[config.mk]
export PLATFORM = sky130hd
export DESIGN_NAME = sqvt_queue
export DESIGN_NICKNAME = d
export VERILOG_FILES = /design/src/sv/sqvt_pkg.sv /design/src/sv/sqvt_queue.sv
export SDC_FILE = /design/constraint.sdc
export NUM_CORES = 1
export LEC_CHECK = 0
export ABC_CLOCK_PERIOD_IN_PS = 18800
export BUFFER_PORTS_ARGS = -buffer_cell sky130_fd_sc_hd__buf_4
export CORE_MARGIN = 10
export CORE_UTILIZATION = 56
export CTS_CLUSTER_SIZE = 20
export DETAILED_ROUTE_END_ITERATION = 7
export PLACE_DENSITY = 0.85
export SYNTH_ARGS = -nofsm -noshare
export SYNTH_HDL_FRONTEND = slang
export SYNTH_SLANG_ARGS = --single-unit
[constraint.sdc]
create_clock -name clk -period 18.8 [get_ports clk]
set_clock_uncertainty 0.1 [all_clocks]
set_input_delay 0.94 -clock clk [delete_from_list [all_inputs] [get_ports clk]]
set_output_delay 0.94 -clock clk [all_outputs]
set_load 0.02 [all_outputs]
[src/sv/sqvt_pkg.sv]
// ----------------------------------------------------------------------------
// sqvt_pkg: shared constants, types and sine table for the sprite quad unit
// holds field widths, register codes, divider sizing and the quarter-wave table
// ----------------------------------------------------------------------------
`default_nettype none

package sqvt_pkg;

    // table and angle sizing
    localparam int SINE_TABLE_DEPTH = 1024;
    localparam int ANGLE_STEPS      = 4096;
    localparam int ANGLE_W          = 12;
    localparam int SINE_ADDR_W      = $clog2(SINE_TABLE_DEPTH + 1);
    localparam int SINE_IDX_W       = $clog2(SINE_TABLE_DEPTH);
    localparam int PHASE_W          = $clog2(4 * SINE_TABLE_DEPTH);
    localparam int PHASE_PROD_W     = ANGLE_W + PHASE_W + 1;
    localparam int SINE_W           = 15;

    // configuration registers
    localparam int CFG_W       = 14;
    localparam int CFG_ADDR_W  = 4;
    localparam int APB_DATA_W  = 32;

    localparam logic [1:0] CFG_VIEWPORT_WIDTH  = 2'd0;
    localparam logic [1:0] CFG_VIEWPORT_HEIGHT = 2'd1;
    localparam logic [1:0] CFG_TEXTURE_WIDTH   = 2'd2;
    localparam logic [1:0] CFG_TEXTURE_HEIGHT  = 2'd3;

    localparam logic [CFG_W-1:0] RST_VIEWPORT_WIDTH  = 14'd1280;
    localparam logic [CFG_W-1:0] RST_VIEWPORT_HEIGHT = 14'd720;
    localparam logic [CFG_W-1:0] RST_TEXTURE_WIDTH   = 14'd256;
    localparam logic [CFG_W-1:0] RST_TEXTURE_HEIGHT  = 14'd256;

    // corners
    localparam logic [1:0] CORNER_TL = 2'd0;
    localparam logic [1:0] CORNER_BR = 2'd3;

    // divider sizing
    localparam int NUM_W   = 38;
    localparam int DEN_W   = 20;
    localparam int QUO_W   = 16;
    localparam int DIV_LAT = QUO_W + 1;

    // bias multipliers that move the ndc quotient into [0, 65535]
    localparam longint NDC_BIAS_X_MUL = 24576 * 64;
    localparam longint NDC_BIAS_Y_MUL = 24575 * 64;

    localparam int QUEUE_DEPTH = 2;
    localparam int QUEUE_PTR_W = (QUEUE_DEPTH > 1) ? $clog2(QUEUE_DEPTH) : 1;
    localparam int QUEUE_CNT_W = $clog2(QUEUE_DEPTH + 1);

    localparam logic [63:0] PI_HALF_Q30 = 64'd1686629713;

    typedef logic [SINE_W-1:0] sine_rom_t [0:SINE_TABLE_DEPTH];

    typedef struct packed {
        logic [SINE_ADDR_W-1:0] sin_addr;
        logic [SINE_ADDR_W-1:0] cos_addr;
        logic                   sin_neg;
        logic                   cos_neg;
        logic signed [17:0]     cen_x;
        logic signed [17:0]     cen_y;
        logic [15:0]            dw;
        logic [15:0]            dh;
        logic [16:0]            u_near;
        logic [16:0]            u_far;
        logic [16:0]            v_near;
        logic [16:0]            v_far;
        logic [31:0]            color;
    } sqvt_entry_t;

    typedef struct packed {
        logic full;
        logic empty;
    } queue_status_t;

    // sin(pi/2*k/depth) in Q1.14, Taylor series to x^11 in Q30
    function automatic sine_rom_t build_sine_rom();
        sine_rom_t          tab;
        logic [63:0]        x;
        logic [63:0]        x2;
        logic [63:0]        term;
        logic signed [63:0] sum;
        logic signed [63:0] r;
        for (int k = 0; k <= SINE_TABLE_DEPTH; k++)
        begin
            x    = (PI_HALF_Q30 * 64'(k)) / 64'(SINE_TABLE_DEPTH);
            x2   = (x * x) >> 30;
            term = ((x * x2) >> 30) / 64'd6;
            sum  = $signed(x) - $signed(term);
            term = ((term * x2) >> 30) / 64'd20;
            sum  = sum + $signed(term);
            term = ((term * x2) >> 30) / 64'd42;
            sum  = sum - $signed(term);
            term = ((term * x2) >> 30) / 64'd72;
            sum  = sum + $signed(term);
            term = ((term * x2) >> 30) / 64'd110;
            sum  = sum - $signed(term);
            r    = (sum + 64'sd32768) >>> 16;
            if (r < 0)
            begin
                r = 0;
            end
            if (r > 16384)
            begin
                r = 16384;
            end
            tab[k] = r[SINE_W-1:0];
        end
        return tab;
    endfunction

    localparam sine_rom_t SINE_ROM = build_sine_rom();

endpackage

`default_nettype wire

[src/sv/sqvt_queue.sv]
// ----------------------------------------------------------------------------
// sqvt_queue: short queue between front and back
// holds classified sprites until the back end has issued all four corners
// ----------------------------------------------------------------------------
`default_nettype none

module sqvt_queue
    import sqvt_pkg::*;
(
    input  wire logic          clk,
    input  wire logic          rst_n,
    input  wire logic          push,
    input  wire sqvt_entry_t   push_entry,
    input  wire logic          pop,
    output sqvt_entry_t        head_entry,
    output queue_status_t      q_status
);

    sqvt_entry_t              store_reg [0:QUEUE_DEPTH-1];
    logic [QUEUE_PTR_W-1:0]   wr_ptr_reg;
    logic [QUEUE_PTR_W-1:0]   rd_ptr_reg;
    logic [QUEUE_CNT_W-1:0]   count_reg;

    assign head_entry     = store_reg[rd_ptr_reg];
    assign q_status.full  = (count_reg == QUEUE_CNT_W'(QUEUE_DEPTH));
    assign q_status.empty = (count_reg == '0);

    always_ff @(posedge clk or negedge rst_n)
    begin
        if (!rst_n)
        begin
            wr_ptr_reg <= '0;
            rd_ptr_reg <= '0;
            count_reg  <= '0;
        end
        else
        begin
            if (push)
            begin
                wr_ptr_reg <= (wr_ptr_reg == QUEUE_PTR_W'(QUEUE_DEPTH - 1)) ? '0
                              : wr_ptr_reg + 1'b1;
            end
            if (pop)
            begin
                rd_ptr_reg <= (rd_ptr_reg == QUEUE_PTR_W'(QUEUE_DEPTH - 1)) ? '0
                              : rd_ptr_reg + 1'b1;
            end
            if (push && !pop)
            begin
                count_reg <= count_reg + 1'b1;
            end
            else if (pop && !push)
            begin
                count_reg <= count_reg - 1'b1;
            end
        end
    end

    always_ff @(posedge clk)
    begin
        if (push)
        begin
            store_reg[wr_ptr_reg] <= push_entry;
        end
    end

endmodule

`default_nettype wire

==> results of run 1 <==
## how the worst max path moves through the flow
| stage | to |
|---|---|
| 3_5_place_dp | head_entry[32] |
| 2_1_floorplan | store_reg[0][0] |
| 3_3_place_gp | head_entry[154] |
| 6_report | head_entry[32] |
| 5_1_grt | head_entry[104] |
| 4_1_cts | head_entry[32] |
## metrics by stage
step	total power, W	hold slack (ns)	setup slack, ns	std cells
6_report	0.00294	0.106	14.81	1380
5_1_grt	0.00305	0.0925	14.67	1380
4_1_cts	0.00297	0.0904	14.81	1378
3_5_place_dp	0.00222	0.424	15.37	1311
3_3_place_gp	0.00220	0.379	15.34	1311
2_1_floorplan	0.00186	0.355	8.71	613
## routing by layer
| layer | up-vias | global-route usage | routed length [µm] |
|---|---|---|---|
| met4 | 2 | 0.0682 | 879 |
| met1 | 3624 | 0.204 | 11100 |
| met3 | 54 | 0.0983 | 4160 |
| li1 | 3285 | - | - |
| met2 | 334 | 0.351 | 17300 |
| met5 | - | 0 | 20 |
## worst register-to-register path, stage by stage, from the launching register on
cell and delay [ns]:
dfrtp_1 0.44, nor2b_4 0.82, buf_4 0.94
## where the power goes
group          total (W)  internal, W  switching, W
clock network   0.000736     0.000436      0.000300
logic           0.000993     0.000435      0.000558
registers        0.00121      0.00115     0.0000602
## cell type report
cell class	instances	area, µm²
clock buffers	48	1010
inverters	1	3.75
flip-flops and latches	388	11600
well taps	324	405
repair buffers	395	2970
clock inverters	19	199
multi-input cells	203	2250
diodes	2	5.00
fillers	1318	6060
## Yosys cell counts
cell type  count
and2_1         1
buf_2          2
buf_4         11
buf_6          8
dfrtp_1        4
edfxtp_1     384
ha_1           1
inv_1          1
mux2_2       192
nor2_1         2
nor2b_1        2
xnor2_1        1
xor2_1         4
## cells by family after synthesis
logic type | after synthesis
buffers and inverters | 22
multiplexers | 192
XOR/XNOR | 5
AND/OR/NAND/NOR | 5
flip-flops | 388
adder cells (fa/ha/maj) | 1
==> run metrics, run 1 <==
outcome=finished, final reports clean; HP Class=input port to asynchronous set/reset pin; Max-Cap Viols=0; syn_nets=around 800; Initial DRC Count=531; max-slew violations=0; setup_tns=0 ns; cell taking the most area after synthesis=edfxtp_1; Synth Area in Compound Gates=0; post-layout util=0.753; Clk Latency, worst-skew pair=0.52 ns; RD Place Congestion=between 0.7 and 0.8; CP Cell Sequence=buf_4 -> mux2_2 -> buf_4; Largest register FFs=about 380; drt first pass iters=5; Least-Margin Pin Slew=~1.1 ns; share of cells above drive strength 1=0.609; vias per cell=roughly 5.3; worst reg-to-reg setup slack=around 16 ns; area grow syn2layout=31.4%; RSZ-0062 raised after global routing=no; CP startpoint=rd_ptr_reg; classification of the worst setup path=flip-flop to primary output; #FFs+latches synth=about 390; Starting Density=0.573; share of the synthesized area in the top cell type=0.820; Syn Inst Count=between 600 and 700; WP buf/inv=2; Routed WL=33400 µm; clock-pin slew of the registers on the worst-case setup and hold paths=0.07 ns; die area=31800 µm²; Post-Synth XOR/XNOR Area=0.00311; Die H=178 µm; Leak=slightly below 7 nW; DP Area=about 17000 µm²; largest family of logic cells by synthesized area=multiplexers; FF-to-FF Start=wr_ptr_reg; HPWL after DPL=approximately 23000 µm; detailed-route via count=about 7300; final critical-path share of the clock period=0.212; root buffer cell=clkbuf_16; Syn. warnings=0; CTS buffer count=38; design area=around 18000 µm²; Post-CTS Setup Bufs=0; per-cell routed wire length=24.2 µm; slowest cell on the critical path=buf_4; most frequent cells in the layout=395 x buf_4, 384 x edfxtp_1, 192 x mux2_2, 39 x clkbuf_16, 9 x clkbuf_1; first-pass GRT wire length=between 40000 and 50000 µm; CP Launch Type=flip-flop; initial antenna violation count=3; reg2reg end=store_reg[0][18]; crit path DAT=roughly 3.0 ns; # rows=57; Pwr Density=159 nW/µm²; H-Tree Depth=2; CP required=between 15 and 20 ns; synth unique cells=13; vias in the first global route=8010; residual DRC count=0; Fin. Hold Viols=0; CTS sink cnt=just under 400; total core area=around 25000 µm²; CP max FO=between 70 and 80; Avg Inst Size Synth=22.9 µm²; Fmax=around 0.25 GHz; CTS tree=done; Slew HR=0.268; Overflow after GRT=0; top post-synthesis cells by area=edfxtp_1 82%, mux2_2 15%, dfrtp_1 0.71%; sequential element share of the synthesized area=0.827; area share of fa/ha/maj cells after synthesis=0.000890; min Tclk post-route=3.99 ns; Die W=178 µm; most common cell after layout, fill and taps aside=buf_4; num ports=just under 400; VDD IR max=0.000120 V; mapped cell area=between 10000 and 15000 µm²; Final setup viols=0; CTS Buffer Depth=3; multiplexer share of the synthesized area=0.154; Worst Setup End Kind=primary output; GR Util All Layers=0.200; hold buffer count at cts=0; crit-path leading delay family=buffers and inverters; Largest stage delay, worst path=slightly below 0.9 ns; number of nets in the layout=1224; worst r2r path cells=2; Post-Synth Simple-Gate Area=0.00187; pin count of the biggest net entering global routing=a little over 80; Resized Gates After CTS=0; most frequent CP cell=buf_4; antenna-violating nets left=0; IO buf count=389; CP Depth=3
(Power assumes the default switching activity.)
==> inputs of run 2 (changes only) <==
ABC_CLOCK_PERIOD_IN_PS = 4000   (was 18800)
CORE_UTILIZATION = 52   (was 56)
PLACE_DENSITY = 0.79   (was 0.85)
clock period = 4 ns   (was 18.8 ns; I/O delays follow)
==> run 2 against run 1 <==
  * Sequential power grew to 4.7 times the previous value
  * Critical path depth is the same
  * Routed wire length grew 13%
  * Core utilization rose by 1.5 points
  * Critical endpoint is now head_entry[107]
  * Highest routed layer is now met4
==> run metrics, run 2 (synthesized netlist as in run 1, its figures left out) <==
CTS sink cnt=388 (unchanged); outcome=finished, final reports clean; CP Launch Type=flip-flop; clock-pin slew of the registers on the worst-case setup and hold paths=0.06 ns (about the same); residual DRC count=0 (unchanged); sequential share of power=0.402 (-0.010); CTS tree=done; die area=34000 µm² (+6.8%); HP Class=input port to flip-flop; vias in the first global route=9191 (+15%); Met3 Routed Length=3240 µm (-22%); GR Util All Layers=0.215 (+0.0146); Top Layer Used=met4; Fin. Hold Viols=0 (unchanged); detailed-route via count=8225 (+13%); CTS buffer count=39 (+2.6%); Slew HR=0.372 (+0.103); register area=11600 µm² (unchanged); CP max FO=91 (+15%); pin count of the biggest net entering global routing=92 (+12%); setup_tns=0 ns (unchanged); max-slew violations=0 (unchanged); design area=20600 µm² (+11%); CTS Buffer Depth=3 (unchanged); vias per cell=5.13 (-3.1%); CP required=3.70 ns (-14.06 ns); Clock power frac=0.244 (-0.006); Int Pwr=0.00964 W (+380%); RSZ-0062 raised after global routing=no; num ports=390 (unchanged); multi-input logic area=2250 µm² (unchanged); Comb power frac=0.354 (+0.016); Largest register FFs=384 (unchanged); Least-Margin Pin Slew=0.943 ns (-0.155 ns); Final setup viols=0 (unchanged); Worst Setup End Kind=primary output; Routed WL=37600 µm (+13%); VDD IR max=0.000526 V (+340%); initial antenna violation count=3 (unchanged); Pwr Density=686 nW/µm² (+330%); # rows=60 (+5.3%); H-Tree Depth=2 (unchanged); RD Place Congestion=0.763 (-2.5%); Max-Cap Viols=0 (unchanged); IO buf count=389 (unchanged); first-pass GRT wire length=55300 µm (+16%); most common cell after layout, fill and taps aside=buf_4; Die H=184 µm (+3.4%); Starting Density=0.525 (-0.0485); DRT met1 WL=13000 µm (+17%); most frequent cells in the layout=396 x buf_4, 384 x edfxtp_1, 196 x dlygate4sd3_1, 192 x mux2_2, 41 x clkbuf_16; per-cell routed wire length=23.5 µm (-3.0%); HPWL after DPL=22300 µm (-2.3%); WHS=0.311 ns (+0.205 ns); area grow syn2layout=46.3%; antenna-violating nets left=0 (unchanged); crit path DAT=2.44 ns (-0.51 ns); root buffer cell=clkbuf_16; Overflow after GRT=0 (unchanged); total core area=26800 µm² (+9.2%); Sw Share=0.317 (+0.00511); # fillers=1407 (+6.8%); min Tclk post-route=around 2.7 ns; Leak=7.81 nW (+13%); DP Area=17400 µm² (+0.86%); final critical-path share of the clock period=0.686; Sw Pwr=0.00448 W (+390%); Fmax=0.364 GHz; Clk Latency, worst-skew pair=0.51 ns (about the same); classification of the worst setup path=flip-flop to primary output; Die W=184 µm (+3.4%); DR WL met2=20100 µm (+16%); number of nets in the layout=1428 (+17%); Initial DRC Count=498 (-6.2%); drt first pass iters=4 (-1); share of cells above drive strength 1=0.512 (-0.0976)
## run 2: area by class of cell
cell class,instances,share of cell area
Inverter,1,0.000182
Multi-Input combinational cell,203,0.110
Clock inverter,16,0.00584
Antenna cell,4,0.000486
Timing Repair Buffer,598,0.246
Tap cell,341,0.0207
Sequential cell,388,0.565
Clock buffer,53,0.0521
## run 2: final timing paths
path	slack [ns]	cells past startpoint	startpoint	to
hold reg to reg	0.40	1	count_reg[1]	count_reg[1]
setup reg to reg	1.91	2	wr_ptr_reg	store_reg[1][191]
hold / removal	0.31	2	push_entry[126]	store_reg[0][126]
min in group asynchronous	0.51	3	rst_n	rd_ptr_reg
setup / recovery	1.26	3	rd_ptr_reg	head_entry[107]
max in group asynchronous	3.11	3	rst_n	rd_ptr_reg
## run 2: per-stage QoR
stage	power [W]	std cells	worst slack [ns]	utilization
detailed placement	0.0105	1335	1.80	0.650
global placement	0.0105	1335	1.77	0.650
floorplan	0.00860	613	0.204	-
CTS	0.0141	1600	1.25	0.767
global route	0.0147	1603	1.15	0.768
finish	0.0141	1604	1.26	0.768
## run 2: critical path, cell delays in order (launching register included)
cell and delay (ns):
dfrtp_4 0.79, buf_12 0.42, mux2_2 0.42, buf_4 0.16
## run 2: power by group through the flow
| stage | clock [W] | combinational, W | sequential, W |
|---|---|---|---|
| 6_report | 0.00345 | 0.00499 | 0.00568 |
| 5_1_grt | 0.00366 | 0.00526 | 0.00573 |
| 4_1_cts | 0.00347 | 0.00500 | 0.00564 |
| 3_5_place_dp | 0 | 0.00481 | 0.00572 |
| 3_3_place_gp | 0 | 0.00478 | 0.00568 |
| 2_1_floorplan | 0 | 0.00295 | 0.00566 |
## run 2: per-layer routing
metal,GRT usage,up-vias
li1,-,3695
met1,0.231,4118
met2,0.383,334
met3,0.0679,78
met4,0.0846,0
met5,0,-
## run 2: repair_timing
| item | CTS | global route |
|---|---|---|
| hold endpoints to repair | 391 | 0 |
| buffers inserted | 0 | 0 |
| hold buffers | 196 | 0 |
| gates resized for setup | 0 | 0 |
