File: config.mk
export PLATFORM = sky130hd
export DESIGN_NAME = sqvt_front
export DESIGN_NICKNAME = d
export VERILOG_FILES = /design/src/sv/sqvt_pkg.sv /design/src/sv/sqvt_front.sv
export SDC_FILE = /design/constraint.sdc
export NUM_CORES = 1
export LEC_CHECK = 0
export ABC_CLOCK_PERIOD_IN_PS = 3010
export BUFFER_PORTS_ARGS = -buffer_cell sky130_fd_sc_hd__buf_2
export CAP_MARGIN = 20
export CORE_AREA = 8 8 137 139
export DETAILED_ROUTE_END_ITERATION = 12
export DIE_AREA = 0 0 145 147
export SLEW_MARGIN = 20
export SYNTH_ARGS = -nofsm -noshare
export SYNTH_HDL_FRONTEND = slang
export SYNTH_SLANG_ARGS = --single-unit
File: constraint.sdc
create_clock -name vclk -period 3.01
set_input_delay 0.4515 -clock vclk [all_inputs]
set_output_delay 0.4515 -clock vclk [all_outputs]
set_load 0.01 [all_outputs]
File: src/sv/sqvt_pkg.sv
// ----------------------------------------------------------------------------
// sqvt_pkg: shared constants, types and sine table for the sprite quad unit
// holds field widths, register codes, divider sizing and the quarter-wave table
// ----------------------------------------------------------------------------
`default_nettype none

package sqvt_pkg;

    // table and angle sizing
    localparam int SINE_TABLE_DEPTH = 1024;
    localparam int ANGLE_STEPS      = 4096;
    localparam int ANGLE_W          = 12;
    localparam int SINE_ADDR_W      = $clog2(SINE_TABLE_DEPTH + 1);
    localparam int SINE_IDX_W       = $clog2(SINE_TABLE_DEPTH);
    localparam int PHASE_W          = $clog2(4 * SINE_TABLE_DEPTH);
    localparam int PHASE_PROD_W     = ANGLE_W + PHASE_W + 1;
    localparam int SINE_W           = 15;

    // configuration registers
    localparam int CFG_W       = 14;
    localparam int CFG_ADDR_W  = 4;
    localparam int APB_DATA_W  = 32;

    localparam logic [1:0] CFG_VIEWPORT_WIDTH  = 2'd0;
    localparam logic [1:0] CFG_VIEWPORT_HEIGHT = 2'd1;
    localparam logic [1:0] CFG_TEXTURE_WIDTH   = 2'd2;
    localparam logic [1:0] CFG_TEXTURE_HEIGHT  = 2'd3;

    localparam logic [CFG_W-1:0] RST_VIEWPORT_WIDTH  = 14'd1280;
    localparam logic [CFG_W-1:0] RST_VIEWPORT_HEIGHT = 14'd720;
    localparam logic [CFG_W-1:0] RST_TEXTURE_WIDTH   = 14'd256;
    localparam logic [CFG_W-1:0] RST_TEXTURE_HEIGHT  = 14'd256;

    // corners
    localparam logic [1:0] CORNER_TL = 2'd0;
    localparam logic [1:0] CORNER_BR = 2'd3;

    // divider sizing
    localparam int NUM_W   = 38;
    localparam int DEN_W   = 20;
    localparam int QUO_W   = 16;
    localparam int DIV_LAT = QUO_W + 1;

    // bias multipliers that move the ndc quotient into [0, 65535]
    localparam longint NDC_BIAS_X_MUL = 24576 * 64;
    localparam longint NDC_BIAS_Y_MUL = 24575 * 64;

    localparam int QUEUE_DEPTH = 2;
    localparam int QUEUE_PTR_W = (QUEUE_DEPTH > 1) ? $clog2(QUEUE_DEPTH) : 1;
    localparam int QUEUE_CNT_W = $clog2(QUEUE_DEPTH + 1);

    localparam logic [63:0] PI_HALF_Q30 = 64'd1686629713;

    typedef logic [SINE_W-1:0] sine_rom_t [0:SINE_TABLE_DEPTH];

    typedef struct packed {
        logic [SINE_ADDR_W-1:0] sin_addr;
        logic [SINE_ADDR_W-1:0] cos_addr;
        logic                   sin_neg;
        logic                   cos_neg;
        logic signed [17:0]     cen_x;
        logic signed [17:0]     cen_y;
        logic [15:0]            dw;
        logic [15:0]            dh;
        logic [16:0]            u_near;
        logic [16:0]            u_far;
        logic [16:0]            v_near;
        logic [16:0]            v_far;
        logic [31:0]            color;
    } sqvt_entry_t;

    typedef struct packed {
        logic full;
        logic empty;
    } queue_status_t;

    // sin(pi/2*k/depth) in Q1.14, Taylor series to x^11 in Q30
    function automatic sine_rom_t build_sine_rom();
        sine_rom_t          tab;
        logic [63:0]        x;
        logic [63:0]        x2;
        logic [63:0]        term;
        logic signed [63:0] sum;
        logic signed [63:0] r;
        for (int k = 0; k <= SINE_TABLE_DEPTH; k++)
        begin
            x    = (PI_HALF_Q30 * 64'(k)) / 64'(SINE_TABLE_DEPTH);
            x2   = (x * x) >> 30;
            term = ((x * x2) >> 30) / 64'd6;
            sum  = $signed(x) - $signed(term);
            term = ((term * x2) >> 30) / 64'd20;
            sum  = sum + $signed(term);
            term = ((term * x2) >> 30) / 64'd42;
            sum  = sum - $signed(term);
            term = ((term * x2) >> 30) / 64'd72;
            sum  = sum + $signed(term);
            term = ((term * x2) >> 30) / 64'd110;
            sum  = sum - $signed(term);
            r    = (sum + 64'sd32768) >>> 16;
            if (r < 0)
            begin
                r = 0;
            end
            if (r > 16384)
            begin
                r = 16384;
            end
            tab[k] = r[SINE_W-1:0];
        end
        return tab;
    endfunction

    localparam sine_rom_t SINE_ROM = build_sine_rom();

endpackage

`default_nettype wire

File: src/sv/sqvt_front.sv
// ----------------------------------------------------------------------------
// sqvt_front: input side of the sprite quad unit
// accepts sprites, works out table addresses, centre and texture edges
// ----------------------------------------------------------------------------
`default_nettype none

module sqvt_front
    import sqvt_pkg::*;
(
    input  wire logic                 in_valid,
    output logic                      in_stall,
    input  wire logic signed [15:0]   dest_left,
    input  wire logic signed [15:0]   dest_top,
    input  wire logic [15:0]          dest_width,
    input  wire logic [15:0]          dest_height,
    input  wire logic [ANGLE_W-1:0]   turn_angle,
    input  wire logic [15:0]          src_left,
    input  wire logic [15:0]          src_top,
    input  wire logic [15:0]          src_width,
    input  wire logic [15:0]          src_height,
    input  wire logic [31:0]          color_rgba,
    input  wire logic                 init_busy,
    input  wire queue_status_t        q_status,
    output logic                      push,
    output sqvt_entry_t               push_entry
);

    logic [PHASE_PROD_W-1:0] phase_prod;
    logic [PHASE_W-1:0]      phase;
    logic [1:0]              quad;
    logic [SINE_ADDR_W-1:0]  idx;
    logic [SINE_ADDR_W-1:0]  idx_mirror;

    assign in_stall = q_status.full || init_busy;
    assign push     = in_valid && !in_stall;

    // binary angle to table phase, then quadrant fold
    assign phase_prod = PHASE_PROD_W'((PHASE_PROD_W'(turn_angle)
                                       * PHASE_PROD_W'(4 * SINE_TABLE_DEPTH))
                                      / ANGLE_STEPS);
    assign phase      = phase_prod[PHASE_W-1:0];
    assign quad       = phase[PHASE_W-1 -: 2];
    assign idx        = SINE_ADDR_W'(phase[SINE_IDX_W-1:0]);
    assign idx_mirror = SINE_ADDR_W'(SINE_TABLE_DEPTH) - idx;

    always_comb
    begin
        push_entry.sin_addr = quad[0] ? idx_mirror : idx;
        push_entry.cos_addr = quad[0] ? idx : idx_mirror;
        push_entry.sin_neg  = quad[1];
        push_entry.cos_neg  = quad[1] ^ quad[0];
        push_entry.cen_x    = (18'(dest_left) <<< 1) + $signed({2'b00, dest_width});
        push_entry.cen_y    = (18'(dest_top) <<< 1) + $signed({2'b00, dest_height});
        push_entry.dw       = dest_width;
        push_entry.dh       = dest_height;
        push_entry.u_near   = {1'b0, src_left};
        push_entry.u_far    = 17'(src_left) + 17'(src_width);
        push_entry.v_near   = {1'b0, src_top};
        push_entry.v_far    = 17'(src_top) + 17'(src_height);
        push_entry.color    = color_rgba;
    end

endmodule

`default_nettype wire

==> results of run 1 <==
stage by stage:
stage | setup WS (ns) | utilization [%] | cells | hold slack [ns] | instance area [sq um]
6_report | 0.104 | 30.7 | 976 | 0.903 | 5150
5_1_grt | -0.0224 | 30.7 | 976 | 0.903 | 5150
4_1_cts | 0.00451 | 30.5 | 976 | 0.903 | 5110
3_5_place_dp | 0.0269 | 30.5 | 976 | 0.903 | 5110
3_3_place_gp | 0.0265 | 30.5 | 976 | 0.903 | 5110
2_1_floorplan | 0.308 | - | 560 | 0.957 | 4110
final cells by class:
class	count	share of cell area, %
Tap cell	225	5.47
Inverter	25	1.82
Multi-Input combinational cell	422	62.8
Timing Repair Buffer	304	29.9
Yosys cell counts, types with 2 or more instances:
cell and count:
xor2_1 31, and3_1 2, nor2b_1 7, nor4_1 5
nand2_1 33, buf_2 2, or3_1 4, a211oi_1 5
clkbuf_1 6, nor3_1 9, o31ai_1 2, nand3_1 10
o21a_1 8, clkbuf_2 2, a31oi_1 4, a2111oi_0 4
o211ai_1 3, nand2b_1 7, o21ai_0 27, nor2_1 30
a2111oi_2 2, inv_1 25, ha_1 63, or2_2 2
a211oi_2 2, fa_1 4, a21oi_1 51, buf_4 103
o21bai_1 6, a21o_1 22, xnor2_1 34, a211o_1 2
nor3b_1 2, nand4_1 6
cell families after synthesis:
kind of cell    after synthesis  synth area share, %
compound gates              161                 27.3
xor+xnor                     65                 13.9
fa+ha+maj                    67                 21.1
buf+inv                     138                 22.2
mux                           2                0.518
other cells                   1               0.0913
simple gates                125                 15.0
where the power goes:
part / internal, mW / switching [mW] / leakage [nW]
Sequential: 0 / 0 / 0
Combinational: 0.552 / 0.687 / 2.73
Clock: 0 / 0 / 0
Total: 0.552 / 0.687 / 2.73
layer usage:
metal	vias up	routed length [um]	share of wire (%)
met5	-	0	0
met4	0	176	1.2
met3	26	1210	8.5
met2	198	7480	53
met1	1955	5350	38
li1	2276	-	-
critical path: stages:
cell and delay (ns):
buf_2 0.10, ha_1 0.22, fa_1 0.42, a21oi_2 0.17
nor3b_1 0.08, o31a_1 0.31, o21ai_2 0.15, nand2_1 0.11
o311ai_1 0.27, buf_2 0.19
how the worst max path moves through the flow:
stage	from	end	cells past startpoint
floorplan	dest_top[0]	push_entry[143]	8
global placement	dest_top[0]	push_entry[143]	10
detailed placement	dest_top[0]	push_entry[143]	10
CTS	dest_top[0]	push_entry[143]	10
global route	dest_top[0]	push_entry[143]	10
finish	dest_top[0]	push_entry[143]	10
placed cells by master, fill, tap and decap left out, types with 5 or more instances in the layout:
master and count:
nand3_1 10, nor2_1 30, buf_2 297, nand2_1 33, ha_1 63, a21o_1 22, a21oi_2 5, o21bai_1 6
nand2b_1 7, xor2_1 31, a211oi_1 5, nor4_1 5, nor3_1 9, nand4_1 6, a21oi_1 47, buf_4 7
o21a_1 8, inv_1 25, xnor2_1 34, nor2b_1 7, o21ai_0 25
==> metrics.txt, run 1 <==
Post-CTS Hold Fix Bufs 0; areal power density over the cells 241 mW/mm^2; Max-Slew Margin vs Limit roughly 63%; final cycle utilization of the critical path 96.6%; die area 0.0213 sq mm; filler cell count 1864; count of port buffers added during placement ~300; library cell occupying the most area in the post-synthesis netlist ha_1; maximum fanout encountered on the critical timing path 3; Worst Setup Path Type in -> out; wire length of the first global-routing pass between 20000 and 25000 um; pins over their slew limit 0; Layout Nets roughly 1000; number of setup buffers added after CTS 0; unrepaired setup endpoints after global routing true; number of setup violations in the final report 0; Total GRT Usage around 12%; number of clock-tree buffers in the layout 0; min cycle time layout 2.91 ns; growth of design area from synthesis to finish 25.3%; met3 Resource Use GR 3.60%; result of the run finished, final reports clean; number of nets still failing antenna checks after routing 0; Hold Violations, Final 0; sequential standard cell area 0 sq um; antenna fix cells 0; distinct cell type count after synthesis 68; sort of element at the start of the critical path primary input; mean instance size in the synthesized netlist around 7.3 sq um; number of sequential storage elements 0; Power, Total 1.24 mW; Worst-Margin Slew 0.546 ns; via count of the first global-routing pass 4584; worst ir drop on vdd 0.000104 V; mapped cell area 0.00411 sq mm; worst hold path endpoint push_entry[26]; hold depth 0; largest net degree at the start of global routing 21; Die Span X 145 um; Worst Path Required 2.56 ns; site row count 48; Die Height 147 um; met2 track demand over resource in global routing 23.8%; Synth Instances roughly 560; leakage 2.73 nW; residual DRC count 0; critical path endpoint category output port; footprint of the multi-input gates 0.00323 sq mm; fraction of final layout cells sized beyond drive strength 1 44.1%; boundary pin count between 300 and 400; Resized cells post-CTS 0; total via count after detailed routing around 4500; number of warnings reported in the yosys synthesis log 0; detailed router's first-iteration violation count 141; peak-usage layer in the global routing report met2; setup tns final 0 ns; worst min-delay path startpoint color_rgba[26]; global-route track usage on met1 about an eighth; total grt overflow 0; Peak Freq 0.344 GHz; Initial Util 24.5%; DRT Pass-1 Iters 4; Routed WL 14200 um; share of Yosys cell area claimed by the top area cell type 19.2%; Vias per Instance 4.56; HPWL after DPL between 10000 and 15000 um; worst path arrival time roughly 2.5 ns; number of antenna violations at the first check in global routing 0; register area share after synthesis 0%; Max-Cap Viols 0; detail-routed net length per standard cell 14.6 um; leading post-synthesis cells by cell area ha_1, buf_4, xnor2_1; last weighted congestion value of the routability-driven placer 0.840; worst min-delay path class in -> out; Floorplan Core Area 0.0168 sq mm
Power figures use the tool's default switching activity.
==> inputs of run 2 (changes only) <==
--- a/config.mk
+++ b/config.mk
@@ -6,9 +6,9 @@
 export NUM_CORES = 1
 export LEC_CHECK = 0
 export ABC_CLOCK_PERIOD_IN_PS = 3010
-export BUFFER_PORTS_ARGS = -buffer_cell sky130_fd_sc_hd__buf_2
+export BUFFER_PORTS_ARGS = -buffer_cell sky130_fd_sc_hd__clkbuf_2
 export CAP_MARGIN = 20
-export CORE_AREA = 8 8 137 139
+export CORE_AREA = 2 2 143 145
 export DETAILED_ROUTE_END_ITERATION = 12
 export DIE_AREA = 0 0 145 147
 export SLEW_MARGIN = 20
==> run 2 against run 1 <==
Cell count is 5.0% higher; maximum frequency hardly changed; non-clock buffer count is 4 higher; setup slack worse by 0.0025 ns; sequential share of layout area stayed put; die area stayed put; first-iteration DRC count is 38% lower; combinational power hardly changed; largest cell class unchanged.
==> metrics.txt, run 2 (synthesis results as in run 1) <==
smallest hold slack 0.903 ns (unchanged); site row count 52 (+8.3%); worst ir drop on vdd 0.0000960 V (-7.6%); Die Height 147 um (unchanged); growth of design area from synthesis to finish 27.8%; number of nets still failing antenna checks after routing 0 (unchanged); Initial Util 20.7% (-3.8 points); Hold Violations, Final 0 (unchanged); final worst slack 0.101 ns (-0.00246 ns); HPWL after DPL 11800 um (-9.2%); number of setup violations in the final report 0 (unchanged); fin util 26.5% (-4.3 points); Vias per Instance 4.42 (-3.2%); DRT Pass-1 Iters 4 (unchanged); unrepaired setup endpoints after global routing false; min cycle time layout 2.91 ns (+0.00246 ns); count of port buffers added during placement 297 (unchanged); die area 0.0213 sq mm (unchanged); Post-CTS Hold Fix Bufs 0 (unchanged); Worst-Margin Slew 0.657 ns (+0.110 ns); # placed instances 1024 (+4.9%); most used cells in the layout excluding fill and tap cells clkbuf_2, ha_1, a21oi_1, xnor2_1, nand2_1; fraction of final layout cells sized beyond drive strength 1 44.6% (+0.56 points); Floorplan Core Area 0.0198 sq mm (+18%); maximum fanout encountered on the critical timing path 3 (unchanged); leakage 2.81 nW (+2.8%); boundary pin count 370 (unchanged); most common library cell in the layout ignoring fill and taps clkbuf_2; pre-CTS setup slack -0.0757 ns (-0.103 ns); Peak Freq 0.344 GHz (about the same); Total GRT Usage 11.0% (-1.1 points); critical path endpoint category output port; final cycle utilization of the critical path 96.6% (about the same); Power, Total 1.25 mW (+1.2%); wire length of the first global-routing pass 20200 um (-9.4%); filler cell count 2183 (+17%); via count of the first global-routing pass 4203 (-8.3%); worst path arrival time 2.46 ns (about the same); Die Span X 145 um (unchanged); residual DRC count 0 (unchanged); number of clock-tree buffers in the layout 0 (unchanged); total via count after detailed routing 4531 (+1.7%); result of the run finished, final reports clean; detail-routed net length per standard cell 12.6 um (-13%); Max-Slew Margin vs Limit 55.1% (-7.6 points); areal power density over the cells 239 mW/mm^2 (-0.82%); Max-Cap Viols 0 (unchanged); Post-Layout Cell Count 1025 (+5.0%); hold depth 0 (unchanged); Worst Path Required 2.56 ns (about the same); number of antenna violations at the first check in global routing 0 (unchanged); worst min-delay path class in -> out; Layout Nets 1000 (+0.40%); footprint of the multi-input gates 0.00325 sq mm (+0.50%); largest net degree at the start of global routing 21 (unchanged); sequential standard cell area 0 sq um (unchanged); antenna fix cells 0 (unchanged); sort of element at the start of the critical path primary input; number of sequential storage elements 0 (unchanged); pins over their slew limit 0 (unchanged); Worst Setup Path Type in -> out; total grt overflow 0 (unchanged); last weighted congestion value of the routability-driven placer 0.812 (-3.3%); detailed router's first-iteration violation count 88 (-38%); Routed WL 13000 um (-8.8%)
## run 2: cell count changes in the layout (fill, tap and decap cells not counted), moves of 2 or more
cell      before  now
o21ai_1        1    4
clkbuf_2       0  295
o21ai_2        2    0
buf_4          7   11
buf_2        297    2
## run 2: report_power, final
| group | switching [mW] | internal [mW] |
|---|---|---|
| registers | 0 | 0 |
| clock network | 0 | 0 |
| logic | 0.701 | 0.553 |
| total | 0.701 | 0.553 |
## run 2: critical path, stage by stage
cell and delay (ns):
clkbuf_2 0.10, ha_1 0.21, fa_1 0.42, a21oi_2 0.16, nor3b_1 0.08, o31a_1 0.28
o21ai_1 0.18, buf_4 0.13, nand2_1 0.09, a41oi_2 0.20, clkbuf_2 0.15
## run 2: per-layer routing
metal | part of all wire [%] | up-vias | global-route usage (%)
met4 | 0.78 | 0 | 1.04
met3 | 6.7 | 16 | 1.74
met1 | 41 | 2014 | 13.3
met5 | 0 | - | 0
li1 | - | 2302 | -
met2 | 51 | 199 | 21.2
## run 2: per-stage QoR
stage | TNS (ns) | area (sq um)
final | 0 | 5250
after global routing | 0 | 5250
after CTS | 0 | 5200
after detailed placement | -0.0757 | 5190
after global placement | -0.0299 | 5190
after floorplan | 0 | 4110
## run 2: path summary, 6_finish.rpt
path      startpoint              end  slack, ns
max   dest_height[1]  push_entry[149]       0.10
min   color_rgba[17]   push_entry[17]       0.90
## run 2: timing repair
action	CTS	global route
buffers inserted	0	1
cloned	0	0
resized for setup	3	12
pin swaps	0	3
endpoints found under the setup margin	2	6
## run 2: layout make-up
| cell class | count | share of cell area [%] |
|---|---|---|
| Timing Repair Buffer | 308 | 29.9 |
| Tap cell | 270 | 6.44 |
| Multi-Input combinational cell | 422 | 61.9 |
| Inverter | 25 | 1.79 |
